`src/hdl/pchg_pkg.sv`:
```
// Shared types and constants of the point cloud height grid.
`default_nettype none

package pchg_pkg;

   // Grid geometry.
   localparam int GRID_COLS  = 256;
   localparam int GRID_ROWS  = 256;
   localparam int CELL_COUNT = GRID_COLS * GRID_ROWS;
   localparam int ADDR_W     = $clog2(CELL_COUNT);
   localparam int COL_W      = $clog2(GRID_COLS);
   localparam int ROW_W      = $clog2(GRID_ROWS);

   // Field widths.
   localparam int COORD_W = 14;
   localparam int NORM_W  = 16;
   localparam int INDEX_W = 8;
   localparam int SIZE_W  = 10;
   localparam int COUNT_W = 16;
   localparam int SUM_W   = 32;

   localparam logic [COUNT_W-1:0]       TALLY_MAX  = '1;
   localparam logic signed [NORM_W-1:0] NORMAL_ONE = 16'sd16384;

   // Shared divider: one quotient bit per lane and cycle.
   localparam int DIV_LANES = 4;
   localparam int DIV_W     = SUM_W;
   localparam int DIVISOR_W = COUNT_W;
   localparam int DIV_CNT_W = $clog2(DIV_W);

   // Configuration port.
   localparam int CSR_INDEX_W = 3;
   localparam int CSR_DATA_W  = COORD_W;

   typedef enum logic [CSR_INDEX_W-1:0] {
      CSR_GRID_MIN_X  = 3'd0,
      CSR_GRID_MAX_X  = 3'd1,
      CSR_GRID_MIN_Y  = 3'd2,
      CSR_GRID_MAX_Y  = 3'd3,
      CSR_CELL_SIZE   = 3'd4,
      CSR_HEIGHT_LOW  = 3'd5,
      CSR_HEIGHT_HIGH = 3'd6
   } csr_index_type;

   typedef enum logic {
      OP_ADD  = 1'b0,
      OP_READ = 1'b1
   } op_type;

   localparam int REQ_FIELDS_W = 3 * COORD_W + 3 * NORM_W + 2 * INDEX_W;
   localparam int REQ_TDATA_W  = ((REQ_FIELDS_W + 7) / 8) * 8;
   localparam int RSP_FIELDS_W = COORD_W + 3 * NORM_W + COUNT_W;
   localparam int RSP_TDATA_W  = ((RSP_FIELDS_W + 7) / 8) * 8;

   // Request word; the last field declared sits in the lowest bits.
   typedef struct packed {
      logic [REQ_TDATA_W-REQ_FIELDS_W-1:0] pad;
      logic [INDEX_W-1:0]                  cell_row;
      logic [INDEX_W-1:0]                  cell_col;
      logic signed [NORM_W-1:0]            surf_nz;
      logic signed [NORM_W-1:0]            surf_ny;
      logic signed [NORM_W-1:0]            surf_nx;
      logic signed [COORD_W-1:0]           point_z;
      logic signed [COORD_W-1:0]           point_y;
      logic signed [COORD_W-1:0]           point_x;
   } req_word_type;

   // Response word; the last field declared sits in the lowest bits.
   typedef struct packed {
      logic [RSP_TDATA_W-RSP_FIELDS_W-1:0] pad;
      logic [COUNT_W-1:0]                  hit_count;
      logic signed [NORM_W-1:0]            mean_nz;
      logic signed [NORM_W-1:0]            mean_ny;
      logic signed [NORM_W-1:0]            mean_nx;
      logic signed [COORD_W-1:0]           mean_height;
   } rsp_word_type;

   // One grid cell as stored in memory.
   typedef struct packed {
      logic [COUNT_W-1:0] point_tally;
      logic [SUM_W-1:0]   nz_sum;
      logic [SUM_W-1:0]   ny_sum;
      logic [SUM_W-1:0]   nx_sum;
      logic [SUM_W-1:0]   height_sum;
   } cell_type;

   typedef struct packed {
      logic busy;
      logic done;
   } div_status_type;

endpackage

`default_nettype wire

```
`src/hdl/pchg_div.sv`:
```
// Multi-lane restoring divider sharing one divisor, one quotient bit per cycle.
`default_nettype none

module pchg_div (
   input  logic                                                clock,
   input  logic                                                reset,
   input  logic                                                start,
   input  logic [pchg_pkg::DIV_LANES-1:0][pchg_pkg::DIV_W-1:0] dividend,
   input  logic [pchg_pkg::DIVISOR_W-1:0]                      divisor,
   output logic [pchg_pkg::DIV_LANES-1:0][pchg_pkg::DIV_W-1:0] quotient,
   output pchg_pkg::div_status_type                            status
);
   import pchg_pkg::*;

   logic                                  busy_ff;
   logic                                  done_ff;
   logic [DIV_CNT_W-1:0]                  count_ff;
   logic [DIVISOR_W-1:0]                  divisor_ff;
   logic [DIV_LANES-1:0][DIVISOR_W-1:0]   rem_ff;
   logic [DIV_LANES-1:0][DIVISOR_W-1:0]   rem_in;
   logic [DIV_LANES-1:0][DIV_W-1:0]       quo_ff;
   logic [DIV_LANES-1:0][DIV_W-1:0]       quo_in;
   logic [DIV_LANES-1:0][DIVISOR_W:0]     shifted;
   logic [DIV_LANES-1:0][DIVISOR_W:0]     difference;
   logic [DIV_LANES-1:0]                  take;

   // The dividend shifts out of the top of quo_ff while quotient bits enter at the bottom.
   always_comb begin
      for (int l = 0; l < DIV_LANES; l++) begin
         shifted[l]    = {rem_ff[l], quo_ff[l][DIV_W-1]};
         difference[l] = shifted[l] - {1'b0, divisor_ff};
         take[l]       = shifted[l] >= {1'b0, divisor_ff};
         rem_in[l]     = take[l] ? difference[l][DIVISOR_W-1:0] : shifted[l][DIVISOR_W-1:0];
         quo_in[l]     = {quo_ff[l][DIV_W-2:0], take[l]};
      end
   end

   always_ff @(posedge clock) begin
      if (reset) begin
         busy_ff  <= 1'b0;
         done_ff  <= 1'b0;
         count_ff <= '0;
      end else begin
         done_ff <= 1'b0;
         if (start) begin
            busy_ff  <= 1'b1;
            count_ff <= DIV_CNT_W'(DIV_W - 1);
         end else if (busy_ff) begin
            if (count_ff == '0) begin
               busy_ff <= 1'b0;
               done_ff <= 1'b1;
            end
            count_ff <= count_ff - 1'b1;
         end
      end
   end

   always_ff @(posedge clock) begin
      if (start) begin
         divisor_ff <= divisor;
         quo_ff     <= dividend;
         rem_ff     <= '0;
      end else if (busy_ff) begin
         quo_ff <= quo_in;
         rem_ff <= rem_in;
      end
   end

   assign quotient    = quo_ff;
   assign status.busy = busy_ff;
   assign status.done = done_ff;

   a_done_ends_run: assert property (@(posedge clock) disable iff (reset)
      done_ff |-> $past(busy_ff) && !busy_ff)
      else $error("divider done without a finished run");

   a_run_continues: assert property (@(posedge clock) disable iff (reset)
      busy_ff && count_ff != '0 && !start |=> busy_ff && !done_ff)
      else $error("divider stopped before its last step");

endmodule

`default_nettype wire
```
`config.mk`:
```
export PLATFORM = sky130hd
export DESIGN_NAME = pchg_div
export DESIGN_NICKNAME = d
export VERILOG_FILES = /design/src/hdl/pchg_pkg.sv /design/src/hdl/pchg_div.sv
export SDC_FILE = /design/constraint.sdc
export NUM_CORES = 1
export LEC_CHECK = 0
export BUFFER_PORTS_ARGS = -buffer_cell sky130_fd_sc_hd__buf_2
export CAP_MARGIN = 15
export CELL_PAD_IN_SITES_DETAIL_PLACEMENT = 0
export CELL_PAD_IN_SITES_GLOBAL_PLACEMENT = 1
export CORE_ASPECT_RATIO = 0.6
export CORE_MARGIN = 4
export CORE_UTILIZATION = 45
export DETAILED_ROUTE_END_ITERATION = 6
export PLACE_DENSITY_LB_ADDON = 0.1
export SLEW_MARGIN = 5
export SYNTH_ARGS = -nofsm -noshare
export SYNTH_HDL_FRONTEND = slang
export SYNTH_SLANG_ARGS = --single-unit
```
`constraint.sdc`:
```
create_clock -name clock -period 11.2 [get_ports clock]
set_input_delay 2.24 -clock clock [delete_from_list [all_inputs] [get_ports clock]]
set_output_delay 2.24 -clock clock [all_outputs]
set_load 0.005 [all_outputs]
```
-- Word level (Yosys, flattened, before mapping)
Cells that the tools add are included.
- register bits: 215
- output and inout bits: 130
- input bits: 147
- logic and storage cells: 37
- reductions and logical operators: 3
- add/sub/neg operators: 5
- order comparisons: 4
- bitwise gates (word level): 1
- muxes and demuxes: 12
- operators with widths (cell ; count):
    $mux W128 ; 2
    $ge A17 B16 Y1 ; 4
    $mux W16 ; 4
    $sub A16 B16 Y16 ; 4
    $mux W5 ; 2
    $logic_not A5 Y1 ; 1
    $sub A5 B1 Y5 const B ; 1
    $mux W1 ; 4
    $reduce_or A3 Y1 ; 1
    $reduce_bool A2 Y1 ; 1
    $not A1 Y1 ; 1

-- Depth between registers and ports, before layout
Gate-level depths: netlist (run 1).
- depth in word-level cells: 4
- mapped depth: 11
- depth with buffers taken out: 10

-- Worst setup path before layout (run 1)
Ideal clock, no wire load.
- kind: input -> register
- start: input start
- end: register quo_ff, in the netlist quotient[0], enable pin
- arrival time: 5.295 ns
- path buffers: 2
- stages: 4
- setup time: 0.480 ns
- setup slack: 5.424 ns
- data required time: 10.720 ns
- path through: clkbuf_1 > nor2_1 > clkbuf_1 > inv_1
- word-level cells in the longest chain between the ends: 1
- RTL lines (what ; line ; source):
    start: declaration ; pchg_div.sv:7 ; input logic start,
    $reduce_bool A2 Y1 (no line) ; -- ;
    end signal: assignment ; pchg_div.sv:61 ; quo_ff <= dividend;
    end signal: assignment ; pchg_div.sv:64 ; quo_ff <= quo_in;
    end: declaration ; pchg_div.sv:21 ; logic [DIV_LANES-1:0][DIV_W-1:0] quo_ff;
Every way passes these cells.
A chain may end at the register's enable or synchronous reset.

-- Final worst setup path (run 1)
- start: input start
- end: register quo_ff, in the netlist quotient[75], data pin
- word-level cells in the longest chain between the ends: 1
- RTL lines (what ; line ; source):
    $mux W128 ; pchg_div.sv:59 ; if (start) begin
Every way passes these cells.

==> results.md, run 1 <==
| Metric | Value | Unit |
| --- | --- | --- |
| Result of the run | finished, final reports clean | - |
| Compound-cell area share of the yosys netlist | 0.147 | - |
| Wire length of the first global-routing pass | 52200 | um |
| Maximum ir drop on the vdd rail | 97.4 | uV |
| Largest net degree at the start of global routing | 75 | - |
| Delay-heaviest family, CP | buffers and inverters | - |
| Number of antenna violations at the first check in global routing | 5 | - |
| TritonCTS clock tree | yes | - |
| Net count after synthesis | 1312 | - |
| Endpoint arrival time on the critical path | 4.69 | ns |
| Type of the worst min-delay path | flip-flop to flip-flop | - |
| Sum of routed wire length over all layers | 35000 | um |
| Worst path cell trace | buf_6, buf_4, buf_4, mux2_2 | - |
| Critical Path End Type | flip-flop | - |
| CTS max path bufs | 3 | - |
| Total internal power | 1560 | uW |
| Port bufs | 276 | - |
| CTS-repair resized insts | 0 | - |
| Number of synthesized flops with an enable pin | 144 | - |
| # clock sinks | 215 | - |
| Final count of negative-setup-slack endpoints | 0 | - |
| Initial standard-cell utilization of the core | 0.459 | - |
| Adder-Cell Fraction of Synth Area | 0.0742 | - |
| Clock input transition at the sequential cells of the worst setup and hold paths | 0.07 | ns |
| Final number of hold-violating endpoints | 0 | - |
| Hold buffers post-CTS | 0 | - |
| Reported net switching power | 621 | uW |
| Max FO, Critical Path | 74 | - |
| Detailed placement HPWL | 25500 | um |
| Power share of the combinational group | 0.204 | - |
| Most frequent standard cell in the layout excluding fill and tap cells | sky130_fd_sc_hd__buf_2 | - |
| Post-layout util | 0.550 | - |
| Cell area after technology mapping | 0.0122 | mm^2 |
| Share of layout cells above drive strength 1 | 0.346 | - |
| Post-synth ARST share | 0 | - |
| Number of warnings reported in the yosys synthesis log | 0 | - |
| Fill cell instance count of the final layout | 2359 | - |
| Sequential share of the synthesized area | 0.470 | - |
| Clock latency of the later-clocked register in the worst-skew pair | 0.52 | ns |
| Vias | 9544 | - |
| Startpoint kind of the worst setup timing path | input pin | - |
| Sum Neg Setup Slack | 0 | ns |
| Relative contribution of sequential cells to total power | 0.448 | - |
| Total number of nets in the final design | 1569 | - |
| Number of global-route vias before repair | 8921 | - |
| Slew at the pin closest to its max-slew limit | 0.928 | ns |
| Dominant combinational cell family by area after synthesis | compound AO/OA/AOI/OAI gates | - |
| Post-CTS setup-driven buffer insertion count | 0 | - |
| Cell variety after synth | 73 | - |
| Unrepaired setup endpoints after global routing | false | - |
| Die boundary height | 136 | um |
| Count of H-tree levels built during CTS | 1 | - |
| Final worst clock skew | 0.0163 | ns |
| Number of storage elements in the synthesis netlist | 215 | - |
| Xor and xnor fraction of the mapped netlist area | 0.0308 | - |
| Top library cells by usage in the layout, fill and taps aside | 275 x sky130_fd_sc_hd__buf_2, 144 x sky130_fd_sc_hd__edfxtp_1, 129 x sky130_fd_sc_hd__mux2_2, 78 x sky130_fd_sc_hd__nor2_1, 76 x sky130_fd_sc_hd__nand2_1 | - |
| Width of the die | 221 | um |
| CTS Root Cell | sky130_fd_sc_hd__clkbuf_16 | - |
| Headroom to the max-slew limit | 0.381 | - |
| Total core area | 0.0266 | mm^2 |
| Mean number of vias per cell | 5.51 | - |
| Static leakage | 0.00603 | uW |
| # Max-Cap Violations | 0 | - |
| F_max | 0.226 | GHz |
| Clock period minus final worst setup slack | 4.43 | ns |
| Gr usage total | 0.223 | - |
| Site row count | 46 | - |
| Post-synthesis simple-gate area fraction | 0.0976 | - |
| Tcrit/Tclk final | 0.396 | - |
| Number of max-slew violations in the final report | 0 | - |
| Library cell appearing most often on the critical path | sky130_fd_sc_hd__buf_4 | - |
| Stage delay of the slowest cell on the critical path | 0.76 | ns |
| Post-synthesis mux area share | 0.147 | - |
| Power share of the clock group | 0.348 | - |
| Power density over the cells | 149 | mW/mm^2 |
| Avg WL per Cell | 20.2 | um |
| DR pass1 iterations | 5 | - |
| Total CTS buffers | 22 | - |
| Initial drt markers | 660 | - |
| Global route overflow | 0 | - |
| Layout Area Growth over Synthesis | 19.6 | % |
| Die area | 0.0299 | mm^2 |
| Antenna Violating Nets Remaining | 0 | - |
| Slowest CP cell | sky130_fd_sc_hd__buf_4 | - |
| Most used flip-flop cell after synthesis | sky130_fd_sc_hd__edfxtp_1 | - |
| Crit path kind | input pin to flip-flop | - |
| Average cell area after synthesis | 11.2 | um^2 |
| Placer's final routability congestion estimate | 0.846 | - |
| Number of standard cells after synthesis | 1095 | - |
| Non-filler cells in the finished layout | 1731 | - |
| Remaining design rule violation count | 0 | - |
| Data required time of the worst path | 11.46 | ns |
| I/O Pins | 277 | - |
| Share of total power consumed by net switching | 0.285 | - |
| Cells after DPL | 1688 | - |
| Buffers and inverters on the worst path | 3 | - |
metal layers:
layer / wire [um] / GRT usage / part of all wire / vias up
met5: 22 / 0 / 0.00063 / -
li1: - / - / - / 4660
met4: 836 / 0.0526 / 0.024 / 4
met2: 14900 / 0.314 / 0.43 / 280
met1: 16700 / 0.341 / 0.48 / 4539
met3: 2540 / 0.0601 / 0.072 / 61
Yosys cell counts, types with 7 or more instances:
cell	instances	area share
sky130_fd_sc_hd__o31a_1	7	0.0050
sky130_fd_sc_hd__nor3_1	15	0.0061
sky130_fd_sc_hd__nand4_1	11	0.0056
sky130_fd_sc_hd__o211ai_1	13	0.0080
sky130_fd_sc_hd__nand2_1	76	0.023
sky130_fd_sc_hd__dfxtp_1	71	0.12
sky130_fd_sc_hd__edfxtp_1	144	0.35
sky130_fd_sc_hd__o21a_1	21	0.013
sky130_fd_sc_hd__o21ai_0	62	0.025
sky130_fd_sc_hd__nand3_1	15	0.0061
sky130_fd_sc_hd__mux2i_1	34	0.028
sky130_fd_sc_hd__or3_1	9	0.0046
sky130_fd_sc_hd__ha_1	66	0.068
sky130_fd_sc_hd__o21bai_1	7	0.0043
sky130_fd_sc_hd__inv_1	39	0.012
sky130_fd_sc_hd__a211oi_1	23	0.014
sky130_fd_sc_hd__xnor2_1	24	0.017
sky130_fd_sc_hd__a31oi_1	8	0.0041
sky130_fd_sc_hd__xor2_1	19	0.014
sky130_fd_sc_hd__clkbuf_1	35	0.011
sky130_fd_sc_hd__a21o_1	11	0.0068
sky130_fd_sc_hd__mux2_2	129	0.12
sky130_fd_sc_hd__nor2b_1	15	0.0077
sky130_fd_sc_hd__a21oi_1	50	0.020
sky130_fd_sc_hd__nor2_1	79	0.024
sky130_fd_sc_hd__a311oi_1	12	0.0086
final timing paths:
check                                   start      endpoint  slack (ns)  cells past startpoint
worst max-delay path                    start  quotient[75]        6.77                      4
worst min-delay path               rem_ff[13]    rem_ff[13]        0.49                      2
worst max register to register  divisor_ff[1]  quotient[96]        7.41                      9
worst min register to register     rem_ff[13]    rem_ff[13]        0.49                      2
power groups by stage:
stage               logic [uW]  registers, uW  clock network (uW)
global placement           437            993                   0
finish                     443            977                 758
CTS                        443            977                 774
global route               489            986                 807
detailed placement         441            992                   0
floorplan                  286            989                   0
layout make-up:
class                           instances  area, um^2  share of cell area
Multi-Input combinational cell        789        6080               0.416
Antenna cell                            3        7.51            0.000514
Clock buffer                           28         626              0.0428
Tap cell                              360         450              0.0308
Timing Repair Buffer                  285        1460              0.0996
Inverter                               39         149              0.0102
Clock inverter                         12         103             0.00702
Sequential cell                       215        5750               0.393
tightest hold or removal path, delay by kind of cell (launching register included):
family / cells / cell delay (ns)
AOI/OAI and AO/OA: 1 / 0.06
DFF: 1 / 0.33
and+or+nand+nor: 1 / 0.05
sequential cells by signal, indices dropped and copies added (netlist names):
name,flops
busy_ff,1
count_ff,5
divisor_ff,16
done_ff,1
quotient,128
rem_ff,64
cells by family after synthesis:
group | count (synthesis)
DFF | 215
and+or+nand+nor | 251
AOI/OAI and AO/OA | 262
muxes | 163
buffers and inverters | 91
xor gates and xnor gates | 43
adders and majority gates | 70
per-stage QoR:
| stage | power [uW] | worst slack (ns) | area [um^2] | hold slack [ns] |
|---|---|---|---|---|
| 3_3_place_gp | 1430 | 6.24 | 13900 | 0.465 |
| 2_1_floorplan | 1270 | 5.42 | 12200 | 0.442 |
| 5_1_grt | 2280 | 6.66 | 14600 | 0.504 |
| 6_report | 2180 | 6.77 | 14600 | 0.489 |
| 3_5_place_dp | 1430 | 6.21 | 13900 | 0.472 |
| 4_1_cts | 2190 | 6.74 | 14600 | 0.485 |
Power figures use the tool's default switching activity.
==> run 2: changes to the inputs <==
--- a/config.mk
+++ b/config.mk
@@ -11,7 +11,7 @@
 export CELL_PAD_IN_SITES_GLOBAL_PLACEMENT = 1
 export CORE_ASPECT_RATIO = 0.6
 export CORE_MARGIN = 4
-export CORE_UTILIZATION = 45
+export CORE_UTILIZATION = 43
 export DETAILED_ROUTE_END_ITERATION = 6
 export PLACE_DENSITY_LB_ADDON = 0.1
 export SLEW_MARGIN = 5
==> constraint.sdc (replaced) <==
create_clock -name clock -period 4.3 [get_ports clock]
set_input_delay 0.86 -clock clock [delete_from_list [all_inputs] [get_ports clock]]
set_output_delay 0.86 -clock clock [all_outputs]
set_load 0.005 [all_outputs]
==> run 2 against run 1 <==
Net effect:
- setup slack worse by 5.7 ns
- via count up 0.40%
- critical path depth is 6 higher
- hold slack got worse by 0.0040 ns
- first-iteration DRC count down 12%
- final cell count increased by 0.69%
- clock power rose to 2.5 times the previous value
- combinational power grew to 2.6 times the previous value
- final area grew 0.27%
- die area grew 4.4%
- sequential share of layout area fell by 0.11 points
- clock skew shrank 0.0017 ns
- critical endpoint is now rem_ff[35]
==> results.md, run 2 (synthesized netlist as in run 1, its figures left out) <==
| Metric | Value | Unit |
| --- | --- | --- |
| Number of max-slew violations in the final report | 0 | - |
| Sum Neg Setup Slack | 0 | ns |
| Total core area | 0.0278 | mm^2 |
| Data required time of the worst path | 4.68 | ns |
| Die boundary height | 139 | um |
| Post-CTS setup-driven buffer insertion count | 0 | - |
| CTS-repair resized insts | 0 | - |
| Static leakage | 0.00603 | uW |
| Final count of negative-setup-slack endpoints | 0 | - |
| # Max-Cap Violations | 0 | - |
| Vias | 9582 | - |
| Clock latency of the later-clocked register in the worst-skew pair | 0.53 | ns |
| Headroom to the max-slew limit | 0.383 | - |
| Wire length of the first global-routing pass | 55000 | um |
| Antenna Violating Nets Remaining | 0 | - |
| Final worst clock skew | 0.0146 | ns |
| CTS Root Cell | sky130_fd_sc_hd__clkbuf_16 | - |
| Worst path cell trace | inv_1, ha_1, nor2b_1, o21bai_1, a31oi_1, o311ai_2, o21ai_2, buf_4, mux2i_1, a211oi_1 | - |
| Share of total power consumed by net switching | 0.289 | - |
| Sum of routed wire length over all layers | 35600 | um |
| Reported net switching power | 1620 | uW |
| Count of H-tree levels built during CTS | 1 | - |
| # clock sinks | 215 | - |
| Startpoint kind of the worst setup timing path | flip-flop | - |
| Initial drt markers | 581 | - |
| Power density over the cells | 384 | mW/mm^2 |
| Slowest CP cell | sky130_fd_sc_hd__edfxtp_1 | - |
| Layout Area Growth over Synthesis | 20.0 | % |
| Cells after DPL | 1700 | - |
| Power share of the clock group | 0.340 | - |
| Total CTS buffers | 23 | - |
| Non-filler cells in the finished layout | 1743 | - |
| Hold-critical path depth | 2 | - |
| Max FO, Critical Path | 13 | - |
| Share of layout cells above drive strength 1 | 0.347 | - |
| Die area | 0.0313 | mm^2 |
| TritonCTS clock tree | yes | - |
| Number of global-route vias before repair | 9198 | - |
| Mean number of vias per cell | 5.50 | - |
| Critical Path End Type | flip-flop | - |
| CTS max path bufs | 3 | - |
| Width of the die | 226 | um |
| Slew at the pin closest to its max-slew limit | 0.925 | ns |
| Gr usage total | 0.221 | - |
| Remaining design rule violation count | 0 | - |
| Stage delay of the slowest cell on the critical path | 0.54 | ns |
| Endpoint arrival time on the critical path | 3.57 | ns |
| DR pass1 iterations | 5 | - |
| Hold buffers post-CTS | 0 | - |
| I/O Pins | 277 | - |
| Maximum ir drop on the vdd rail | 268 | uV |
| Number of antenna violations at the first check in global routing | 3 | - |
| F_max | 0.314 | GHz |
| Port bufs | 276 | - |
| Final number of hold-violating endpoints | 0 | - |
| Reg-to-reg slack, setup | 1.11 | ns |
| Hold Path Sink | rem_ff[13] | - |
| R2r endpoint | rem_ff[35] | - |
| Total number of nets in the final design | 1575 | - |
| Crit path kind | flip-flop to flip-flop | - |
| Unrepaired setup endpoints after global routing | false | - |
| Tcrit/Tclk final | 0.741 | - |
| Power share of the combinational group | 0.208 | - |
| Clock input transition at the sequential cells of the worst setup and hold paths | 0.07 | ns |
| Detailed placement HPWL | 25800 | um |
| Post-route worst hold slack | 0.485 | ns |
| Largest net degree at the start of global routing | 142 | - |
| Most frequent standard cell in the layout excluding fill and tap cells | sky130_fd_sc_hd__buf_2 | - |
| Type of the worst min-delay path | flip-flop to flip-flop | - |
| Avg WL per Cell | 20.4 | um |
| Top library cells by usage in the layout, fill and taps aside | 275 x sky130_fd_sc_hd__buf_2, 144 x sky130_fd_sc_hd__edfxtp_1, 129 x sky130_fd_sc_hd__mux2_2, 78 x sky130_fd_sc_hd__nor2_1, 76 x sky130_fd_sc_hd__nand2_1 | - |
| Initial standard-cell utilization of the core | 0.440 | - |
| Global route overflow | 0 | - |
| Clock period minus final worst setup slack | 3.19 | ns |
| Logic depth of the worst register-to-register path | 10 | - |
| Relative contribution of sequential cells to total power | 0.452 | - |
| Site row count | 47 | - |
| HP Start | rem_ff[13] | - |
| Number of flip-flops in the largest register | 128 | - |
| Result of the run | finished, final reports clean | - |
| Reg-to-Reg Start | divisor_ff[1] | - |
| Placer's final routability congestion estimate | 0.841 | - |
| Total internal power | 4000 | uW |
run 2: power by group through the flow:
stage	logic [uW]	registers, uW	clock network (uW)
5_1_grt	1300	2570	2030
6_report	1170	2540	1910
2_1_floorplan	745	2570	0
3_5_place_dp	1160	2580	0
3_3_place_gp	1160	2580	0
4_1_cts	1170	2540	1960
run 2: layout make-up:
type | count | area, um^2
fillers | 2522 | 13100
clock inverters | 11 | 65.1
repair buffers | 290 | 1520
clock buffers | 31 | 636
multi-input cells | 789 | 6080
flip-flops and latches | 215 | 5750
diodes | 1 | 2.50
inverters | 39 | 150
well taps | 367 | 459
run 2: how the worst max path moves through the flow:
stage                        startpoint          end  slack (ns)  cells after the start
after floorplan                   start  quotient[0]        0.25                      4
after global placement    divisor_ff[1]   rem_ff[55]        1.23                      9
after detailed placement  divisor_ff[1]   rem_ff[35]        1.14                     10
after CTS                 divisor_ff[1]   rem_ff[35]        1.10                     10
after global routing      divisor_ff[1]   rem_ff[35]        0.81                     10
final                     divisor_ff[1]   rem_ff[35]        1.11                     10
run 2: worst max-delay path: cells and delay by family (launching register included):
| kind | cells | cell delay [ns] |
|---|---|---|
| buffers and inverters | 2 | 0.56 |
| AOI/OAI and AO/OA | 5 | 1.21 |
| and+or+nand+nor | 1 | 0.16 |
| adders and majority gates | 1 | 0.34 |
| muxes | 1 | 0.22 |
| DFF | 1 | 0.54 |
run 2: per-stage QoR:
| stage | total power (uW) | utilization | instance area, um^2 | setup slack [ns] |
|---|---|---|---|---|
| after floorplan | 3320 | - | 12200 | 0.247 |
| after global placement | 3740 | 0.503 | 13900 | 1.23 |
| after detailed placement | 3740 | 0.503 | 13900 | 1.14 |
| after CTS | 5670 | 0.528 | 14700 | 1.10 |
| after global routing | 5900 | 0.528 | 14700 | 0.808 |
| final | 5630 | 0.528 | 14700 | 1.11 |
run 2: layer usage:
layer | wire length (um) | GRT usage | vias to the layer above
met2 | 15500 | 0.330 | 280
met1 | 16700 | 0.327 | 4581
li1 | - | - | 4665
met5 | 21 | 0 | -
met3 | 2620 | 0.0550 | 52
met4 | 780 | 0.0483 | 4
==> run 3: changes to the inputs <==
==> constraint.sdc (replaced) <==
create_clock -name clock -period 3.3 [get_ports clock]
set_input_delay 0.66 -clock clock [delete_from_list [all_inputs] [get_ports clock]]
set_output_delay 0.66 -clock clock [all_outputs]
set_load 0.005 [all_outputs]
==> run 3 against run 2 <==
Net effect:
- fmax is 5.2% higher
- final cell count is 0.40% higher
- sequential power is 31% higher
- combinational power is 32% higher
- clock skew hardly changed
- largest cell class unchanged
- largest power group unchanged
==> results.md, run 3 (synthesized netlist as in run 1, its figures left out) <==
| Metric | Value | Unit |
| --- | --- | --- |
| Die boundary height | 139 | um |
| HP Start | divisor[0] | - |
| Slew at the pin closest to its max-slew limit | 0.897 | ns |
| Port bufs | 276 | - |
| Startpoint kind of the worst setup timing path | flip-flop | - |
| Total placed instance area | 0.0140 | mm^2 |
| Total number of nets in the final design | 1583 | - |
| Detailed placement HPWL | 27100 | um |
| Data required time of the worst path | 3.70 | ns |
| Die area | 0.0313 | mm^2 |
| Total internal power | 5280 | uW |
| Static leakage | 0.00610 | uW |
| Antenna Violating Nets Remaining | 0 | - |
| Maximum ir drop on the vdd rail | 324 | uV |
| Sum of routed wire length over all layers | 36500 | um |
| Power share of the clock group | 0.347 | - |
| Type of the worst min-delay path | input pin to flip-flop | - |
| Headroom to the max-slew limit | 0.402 | - |
| Number of max-slew violations in the final report | 0 | - |
| Power share of the combinational group | 0.207 | - |
| Width of the die | 226 | um |
| CTS-repair resized insts | 0 | - |
| Placer's final routability congestion estimate | 0.890 | - |
| DR pass1 iterations | 5 | - |
| Relative contribution of sequential cells to total power | 0.445 | - |
| CTS max path bufs | 3 | - |
| Global route overflow | 0 | - |
| Remaining design rule violation count | 0 | - |
| Final worst clock skew | 0.0148 | ns |
| Initial drt markers | 743 | - |
| Total core area | 0.0278 | mm^2 |
| Reg-to-Reg Start | divisor_ff[6] | - |
| Design Area, Final | 0.0148 | mm^2 |
| DP Worst Slack | 0.355 | ns |
| Share of layout cells above drive strength 1 | 0.353 | - |
| Top library cells by usage in the layout, fill and taps aside | 275 x sky130_fd_sc_hd__buf_2, 144 x sky130_fd_sc_hd__edfxtp_1, 129 x sky130_fd_sc_hd__mux2_2, 78 x sky130_fd_sc_hd__nor2_1, 76 x sky130_fd_sc_hd__nand2_1 | - |
| Final count of negative-setup-slack endpoints | 0 | - |
| Number of flip-flops in the largest register | 128 | - |
| Avg WL per Cell | 20.8 | um |
| CTS Root Cell | sky130_fd_sc_hd__clkbuf_16 | - |
| Clock latency of the later-clocked register in the worst-skew pair | 0.53 | ns |
| Mean number of vias per cell | 5.49 | - |
| Number of antenna violations at the first check in global routing | 1 | - |
| Unrepaired setup endpoints after global routing | false | - |
| # clock sinks | 215 | - |
| # Max-Cap Violations | 0 | - |
| Count of H-tree levels built during CTS | 1 | - |
| Site row count | 47 | - |
| Total CTS buffers | 23 | - |
| Most frequent standard cell in the layout excluding fill and tap cells | sky130_fd_sc_hd__buf_2 | - |
| Tcrit/Tclk final | 0.918 | - |
| TritonCTS clock tree | yes | - |
| Layout Area Growth over Synthesis | 20.9 | % |
| Initial standard-cell utilization of the core | 0.440 | - |
| Gr usage total | 0.227 | - |
| Reported net switching power | 2160 | uW |
| Share of total power consumed by net switching | 0.291 | - |
| Wire length of the first global-routing pass | 56000 | um |
| Vias | 9601 | - |
| Clock input transition at the sequential cells of the worst setup and hold paths | 0.06 | ns |
| Endpoint arrival time on the critical path | 3.43 | ns |
| Max FO, Critical Path | 12 | - |
| Post-CTS setup-driven buffer insertion count | 0 | - |
| F_max | 0.330 | GHz |
| Final critical-path setup slack | 0.271 | ns |
| Clock period minus final worst setup slack | 3.03 | ns |
| Critical Path End Type | flip-flop | - |
| Number of global-route vias before repair | 9207 | - |
| Hold buffers post-CTS | 0 | - |
| I/O Pins | 277 | - |
| Antenna cells | 0 | - |
| Crit path from | divisor_ff[6] | - |
| Crit path kind | flip-flop to flip-flop | - |
| Largest net degree at the start of global routing | 128 | - |
| Final number of hold-violating endpoints | 0 | - |
| Power density over the cells | 504 | mW/mm^2 |
| Result of the run | finished, final reports clean | - |
## run 3: area by class of cell
| class | count | area, um^2 |
|---|---|---|
| multi-input combinational | 789 | 6080 |
| clock buffer | 29 | 649 |
| fill | 2528 | 13000 |
| sequential | 215 | 5750 |
| clock inverter | 13 | 90.1 |
| timing repair buffer | 298 | 1590 |
| inverter | 39 | 150 |
| tap | 367 | 459 |
## run 3: final timing paths
check	end	slack, ns	cells past startpoint
max	rem_ff[24]	0.27	10
min reg2reg	rem_ff[46]	0.49	2
max reg2reg	rem_ff[24]	0.27	10
min	divisor_ff[0]	0.30	1
## run 3: power by group through the flow
stage / combinational, uW / clock (uW) / sequential, uW
after floorplan: 976 / 0 / 3350
after global placement: 1530 / 0 / 3370
after detailed placement: 1530 / 0 / 3370
after CTS: 1540 / 2650 / 3320
after global routing: 1710 / 2760 / 3350
final: 1540 / 2590 / 3320
## run 3: through the flow
step / TNS, ns / utilization / hold slack [ns] / power [uW] / instances
2_1_floorplan: -15.44 / - / 0.440 / 4330 / 1095
3_5_place_dp: 0 / 0.505 / 0.477 / 4900 / 1708
6_report: 0 / 0.532 / 0.301 / 7450 / 1750
3_3_place_gp: 0 / 0.505 / 0.476 / 4900 / 1708
5_1_grt: 0 / 0.532 / 0.275 / 7820 / 1750
4_1_cts: 0 / 0.532 / 0.275 / 7510 / 1750
## run 3: layer usage
layer,routed length (um),track usage,share of wire
met1,18100,0.356,0.50
met2,15700,0.333,0.43
met3,2250,0.0457,0.062
met4,450,0.0312,0.012
met5,7,0,0.00019
## run 3: worst max-delay path, stage by stage, from the launching register on
cell and delay [ns]:
sky130_fd_sc_hd__edfxtp_1 0.32, sky130_fd_sc_hd__inv_1 0.13, sky130_fd_sc_hd__ha_1 0.46, sky130_fd_sc_hd__a21oi_1 0.10, sky130_fd_sc_hd__o21ai_0 0.25, sky130_fd_sc_hd__a21o_1 0.20, sky130_fd_sc_hd__a21oi_1 0.09, sky130_fd_sc_hd__a31oi_2 0.69
sky130_fd_sc_hd__buf_4 0.34, sky130_fd_sc_hd__mux2i_1 0.22, sky130_fd_sc_hd__a211oi_1 0.09
